## src/design/spq_pkg.sv

```systemverilog
`timescale 1ns / 1ps
// ----------------------------------------------------------------------------
// spq_pkg
// Shared types and codes for the sorted priority queue.
// ----------------------------------------------------------------------------
package spq_pkg;

  localparam int DEFAULT_CAPACITY = 16;
  localparam int VALUE_W          = 32;
  localparam int OCC_W            = 5;

  // Operation codes
  localparam logic OP_INSERT = 1'b0;
  localparam logic OP_REMOVE = 1'b1;

  // Status codes
  localparam logic [1:0] STATUS_OK    = 2'd0;
  localparam logic [1:0] STATUS_EMPTY = 2'd1;
  localparam logic [1:0] STATUS_FULL  = 2'd2;

  typedef struct packed {
    logic                      operation;
    logic signed [VALUE_W-1:0] value;
  } in_item_t;

  typedef struct packed {
    logic [1:0]                status;
    logic signed [VALUE_W-1:0] removed_value;
    logic [OCC_W-1:0]          occupancy;
  } out_item_t;

  // Command broadcast to every cell of the chain
  typedef struct packed {
    logic                      shift_in;
    logic                      shift_out;
    logic signed [VALUE_W-1:0] value;
  } cell_cmd_t;

endpackage

```

## src/design/spq_cell.sv

```systemverilog
`timescale 1ns / 1ps
// ----------------------------------------------------------------------------
// spq_cell
// One slot of the sorted chain: holds a value and trades with its neighbours.
// ----------------------------------------------------------------------------
module spq_cell
  import spq_pkg::*;
(
  input  logic                      clk,
  input  cell_cmd_t                 cmd,
  input  logic                      occupied,
  input  logic                      left_ge,
  input  logic signed [VALUE_W-1:0] left_value,
  input  logic signed [VALUE_W-1:0] right_value,
  output logic                      ge,
  output logic signed [VALUE_W-1:0] value
);

  logic signed [VALUE_W-1:0] value_next;

  // An empty slot behaves as +infinity, so it always yields to a new value
  assign ge = occupied ? (value >= cmd.value) : 1'b1;

  // Pick the slot's next content
  always_comb begin
    value_next = value;
    if (cmd.shift_in) begin
      if (ge && left_ge) begin
        value_next = left_value;
      end else if (ge) begin
        value_next = cmd.value;
      end
    end else if (cmd.shift_out) begin
      value_next = right_value;
    end
  end

  // Hold the slot content
  always_ff @(posedge clk) begin
    value <= value_next;
  end

endmodule

```

## src/design/sorted_priority_queue.sv

```systemverilog
`timescale 1ns / 1ps
// The result of each input transfer is registered in the output register.
// Throughput: one item per cycle unless the output stalls; all cells of the chain
// update in parallel, each comparing with the new value and taking from a neighbour.
// Reset: synchronous, clears the fill count and the output valid; the cells
// are not cleared, since only the first count slots are ever read.
// ----------------------------------------------------------------------------
// sorted_priority_queue
// Min-priority queue kept as an ascending chain of cells with a fill count.
// ----------------------------------------------------------------------------
module sorted_priority_queue
  import spq_pkg::*;
#(
  parameter int CAPACITY = DEFAULT_CAPACITY
)
(
  input  logic      clk,
  input  logic      rst,
  input  logic      in_valid,
  output logic      in_ready,
  input  in_item_t  in_data,
  output logic      out_valid,
  input  logic      out_ready,
  output out_item_t out_data
);

  localparam int CW = $clog2(CAPACITY + 1);

  logic [CW-1:0]             count;
  logic [CW-1:0]             count_next;
  logic                      accept;
  logic                      is_full;
  logic                      is_empty;
  cell_cmd_t                 cmd;
  logic                      ge_chain [CAPACITY];
  logic signed [VALUE_W-1:0] val_chain [CAPACITY];
  logic [CW+OCC_W-1:0]       count_ext;
  out_item_t                 result;

  // Accept whenever the output register is free or drains this cycle
  assign in_ready = !out_valid || out_ready;
  assign accept   = in_valid && in_ready;
  assign is_full  = (count == CW'(CAPACITY));
  assign is_empty = (count == '0);

  // Broadcast the command to the chain
  assign cmd.shift_in  = accept && (in_data.operation == OP_INSERT) && !is_full;
  assign cmd.shift_out = accept && (in_data.operation == OP_REMOVE) && !is_empty;
  assign cmd.value     = in_data.value;

  // Build the chain of cells
  for (genvar i = 0; i < CAPACITY; i++) begin : g_cell
    logic                      l_ge;
    logic signed [VALUE_W-1:0] l_val;
    logic signed [VALUE_W-1:0] r_val;
    if (i == 0) begin : g_head
      assign l_ge  = 1'b0;
      assign l_val = '0;
    end else begin : g_mid
      assign l_ge  = ge_chain[i-1];
      assign l_val = val_chain[i-1];
    end
    if (i == CAPACITY - 1) begin : g_tail
      assign r_val = '0;
    end else begin : g_body
      assign r_val = val_chain[i+1];
    end
    spq_cell u_cell (
      .clk        (clk),
      .cmd        (cmd),
      .occupied   (CW'(i) < count),
      .left_ge    (l_ge),
      .left_value (l_val),
      .right_value(r_val),
      .ge         (ge_chain[i]),
      .value      (val_chain[i])
    );
  end

  // Advance the fill count
  always_comb begin
    count_next = count;
    if (cmd.shift_in) begin
      count_next = count + CW'(1);
    end else if (cmd.shift_out) begin
      count_next = count - CW'(1);
    end
  end

  // Form the result
  assign count_ext = {{OCC_W{1'b0}}, count_next};
  always_comb begin
    result.status        = STATUS_OK;
    result.removed_value = '0;
    result.occupancy     = count_ext[OCC_W-1:0];
    if (in_data.operation == OP_INSERT) begin
      if (is_full) begin
        result.status = STATUS_FULL;
      end
    end else if (is_empty) begin
      result.status = STATUS_EMPTY;
    end else begin
      result.removed_value = val_chain[0];
    end
  end

  // Hold count and output register
  always_ff @(posedge clk) begin
    if (rst) begin
      count     <= '0;
      out_valid <= 1'b0;
    end else begin
      count <= count_next;
      if (accept) begin
        out_valid <= 1'b1;
      end else if (out_ready) begin
        out_valid <= 1'b0;
      end
    end
  end

  always_ff @(posedge clk) begin
    if (accept) begin
      out_data <= result;
    end
  end

endmodule

```

## config.mk

```make
export PLATFORM = sky130hd
export DESIGN_NAME = sorted_priority_queue
export DESIGN_NICKNAME = d
export VERILOG_FILES = /design/src/design/spq_pkg.sv /design/src/design/spq_cell.sv /design/src/design/sorted_priority_queue.sv
export SDC_FILE = /design/constraint.sdc
export NUM_CORES = 2
export LEC_CHECK = 0
export BUFFER_PORTS_ARGS = -buffer_cell sky130_fd_sc_hd__buf_4
export CAP_MARGIN = 20
export CORE_ASPECT_RATIO = 0.75
export CORE_MARGIN = 1.5
export CORE_UTILIZATION = 65
export CTS_CLUSTER_SIZE = 28
export DETAILED_ROUTE_END_ITERATION = 12
export GPL_ROUTABILITY_DRIVEN = 0
export PLACE_DENSITY = 0.8
export RECOVER_POWER = 50
export SLEW_MARGIN = 20
export SYNTH_ARGS = -nofsm -noshare
export SYNTH_HDL_FRONTEND = slang
export SYNTH_HIERARCHICAL = 1
export SYNTH_SLANG_ARGS = --single-unit
```

## constraint.sdc

```tcl
create_clock -name clk -period 7.3 [get_ports clk]
set_clock_uncertainty 0.1 [all_clocks]
set_input_delay 0.73 -clock clk [delete_from_list [all_inputs] [get_ports clk]]
set_output_delay 0.73 -clock clk [all_outputs]
set_load 0.05 [all_outputs]
```

# Word-level counts from Yosys, hierarchy flattened
# Cells that the tools add are included.
# word_totals
regBits	557
elab_cells	203
# classes
addsub	2
eq_ne	17
order_cmp	32
reduce_logical	44
bitwise_logic	1
muxes	86
# op_table
cell	count
32-bit two-way mux	63
32-bit greater-or-equal comparator	16
3-bit by 1-bit != test with 1-bit output, second input constant	15
4-bit by 5-bit less-than comparator with 1-bit output, first input constant	8
2-bit AND reduction	16
1-bit logical AND	20
3-bit by 5-bit less-than comparator with 1-bit output, first input constant	4
1-bit two-way mux	19
1-bit by 5-bit less-than comparator with 1-bit output, first input constant	2
2-bit by 5-bit less-than comparator with 1-bit output, first input constant	2
5-bit two-way mux	2
5-bit by 1-bit adder with 5-bit output, second input constant	1
5-bit equality test, second input constant	1
5-bit logical NOT	1
5-bit by 1-bit subtractor with 5-bit output, second input constant	1
2-bit two-way mux	2
2-bit nonzero test	2
1-bit logical NOT	3
2-bit by 1-bit != test with 1-bit output, second input constant	1
2-bit OR reduction	1
1-bit logical OR	1
1-bit inverter	1

# Depth between registers and ports, before layout
# logic_depth
depth_word	7
mapped_depth	12

# By module
# The synthesis kept the hierarchy.
# by_module_without_submodules
mod	area_each_um2	cells_per_inst	instances
spq_cell	2542.4	262	16
sorted_priority_queue	2145.8	172	1

# Worst setup path before layout
# OpenSTA, ideal clock, no wires.
# synth_timing
path_type	register -> register
from	register count[1]
to	register g_cell[0].u_cell.value[0] (enable)
path_buffers	2
setup_ps	441
setup_slack_ps	1695
required_ps	6759
arrival_ps	5064
stages_incl_launch_ff	9
period_less_slack_ps	5605
path_cell_list	dfxtp_1 -> clkbuf_1 -> inv_1 -> ha_1 -> and4bb_4 -> nor4b_2 -> clkbuf_1 -> nor2_1 -> a31oi_1
# synth_rtl
item	line	rtl
start: declaration	sorted_priority_queue.sv:29	logic [CW-1:0] count;
start signal: assignment	sorted_priority_queue.sv:113	count <= count_next;
end signal: assignment	spq_cell.sv:40	value <= value_next;
end: declaration	spq_cell.sv:16	output logic signed [VALUE_W-1:0] value

==> metrics <==
WL per Instance=between 15 and 20 um; worst slack at placement=2.66 ns; Hold Vio Cnt, Final=0; Slew Limit Fails=approximately 740; Port Buffer Count=77; maximum vdd drop=172 uV; die height=225 um; fin crit period=approximately 6 ns; postcts setup bufs=0; setup TNS after final layout=0 ns; DRT Pass-1 Iters=6; fin cells=5360; Internal Power=between 0.007 and 0.008 W; Root Buffer Master=clkbuf_16; part of the power in registers=40.2%; grt ovf=0; most common cell after layout, fill and taps aside=a21oi_1; layout cells sized above 1=5.17%; WP data required=7.45 ns; setup ws final=1.46 ns; most frequent cells in the layout=a21oi_1, nor2_1, edfxtp_1; post-cts sizing count=0; via count=about 33k; H-Tree Depth=2; DRT antenna net count=0; Syn Inst Count=4363; drt first-iter violations=about 3.5k; pwr/cell area=246 nW/um^2; worst skew pair latency=roughly 0.64 ns; Die Footprint=67400 sq um; vias in the first global route=31.8k; Setup crit end kind=flop; Pleak=around 19 nW; failing checks=capacitance limit, slew limit; RSZ-0062 raised after global routing=no; Worst Path Arrival=around 6.0 ns; yosys warns=6; synthesized area=42800 sq um; max frequency=0.171 GHz; antenna violations before repair=1; Net count, final=4992; status=complete, but fails checks; clk buf depth=3; sw power=roughly 0.0038 W; clock-pin slew on the worst setup and hold paths=0.06 ns; worst-path maximum fanout=between 100 and 150; num rows=81; GRT Overall Usage=a little under a third; Sw Ratio=34.1%; Placed Instances=5239; max-cap violations=25; Num Clock Sinks=557; initial core utilization=65.7%; clock power share=28.2%; Combinational Power Share=a little under a third; first-pass GRT wire length=167 mm; Die W=299 um; Slew @ Worst Pin=around 2.6 ns; largest net degree at the start of global routing=208; via-per-instance ratio=6.25; post-detail-place hpwl=approximately 76 mm; IO Pins=78; Routed WL=105 mm; Inserted Clock Buffers=59; # DRC=0; worst rel slew slack=-74.6%; Core ar.=~65000 sq um; Final period util=80.0%; setup violators final=0; CTS tree=yes; Crit Path Category=reg -> reg; average size of a mapped cell=9.81 sq um; Diodes inserted=0; Area Overhead vs Synth=6.73%; hold bufs inserted after CTS=0; type of origin of the critical path=flop; hold crit path type=in -> reg
==> power groups by stage <==
stage	Sequential [W]	Combinational [W]	Clock, W
after floorplan	0.00453	0.00268	0
after global placement	0.00458	0.00321	0
after detailed placement	0.00457	0.00337	0
after CTS	0.00452	0.00339	0.00320
after global routing	0.00457	0.00390	0.00331
final	0.00452	0.00354	0.00317
==> critical path: stages, from the launching register on <==
cell and delay (ns):
dfxtp_1 0.73, inv_1 0.36, ha_1 0.35, and4bb_4 0.24, nor4b_1 0.47, buf_12 0.46
clkbuf_1 1.40, nor2_1 0.23, a31oi_4 0.22, clkbuf_2 0.81
==> metrics by stage <==
stage          utilization, %  cell area (sq um)  total power (W)  hold slack (ns)
2_1_floorplan               -              43100          0.00721            0.448
3_3_place_gp             67.3              43800          0.00779            0.480
3_5_place_dp             67.4              43900          0.00795            0.477
4_1_cts                  70.4              45900           0.0111            0.230
5_1_grt                  70.1              45700           0.0118            0.264
6_report                 70.1              45700           0.0112            0.262
==> final timing paths <==
| kind | cells after the start | slack (ns) | start | to |
|---|---|---|---|---|
| worst min-delay path | 2 | 0.26 | rst | count[1] |
| worst max register to register | 9 | 1.46 | count[0] | g_cell[1].u_cell/value[26] |
| worst min register to register | 1 | 0.50 | g_cell[0].u_cell/value[18] | out_data[23] |
| worst max-delay path | 9 | 1.46 | count[0] | g_cell[1].u_cell/value[26] |
==> state kept, by name (all words and copies together) (netlist names) <==
signal and cells:
count 5, out_data 39, out_valid 1, g_cell.u_cell/value 512
==> area by class of cell <==
type	instances	area, sq um
repair buffers	122	978
clock inverters	39	398
multi-input cells	3164	23000
well taps	871	1090
inverters	535	2010
fillers	4904	19500
clock buffers	72	1570
flip-flops and latches	557	16700
==> per-layer routing <==
metal | GRT usage (%) | routed length (um) | vias to the layer above | part of all wire [%]
met3 | 4.56 | 9030 | 131 | 8.6
met1 | 46.4 | 48900 | 16165 | 46
li1 | - | - | 15974 | -
met2 | 46.1 | 45800 | 1228 | 43
met5 | 0 | 0 | - | 0
met4 | 5.82 | 1530 | 0 | 1.4
(Power assumes the default switching activity.)
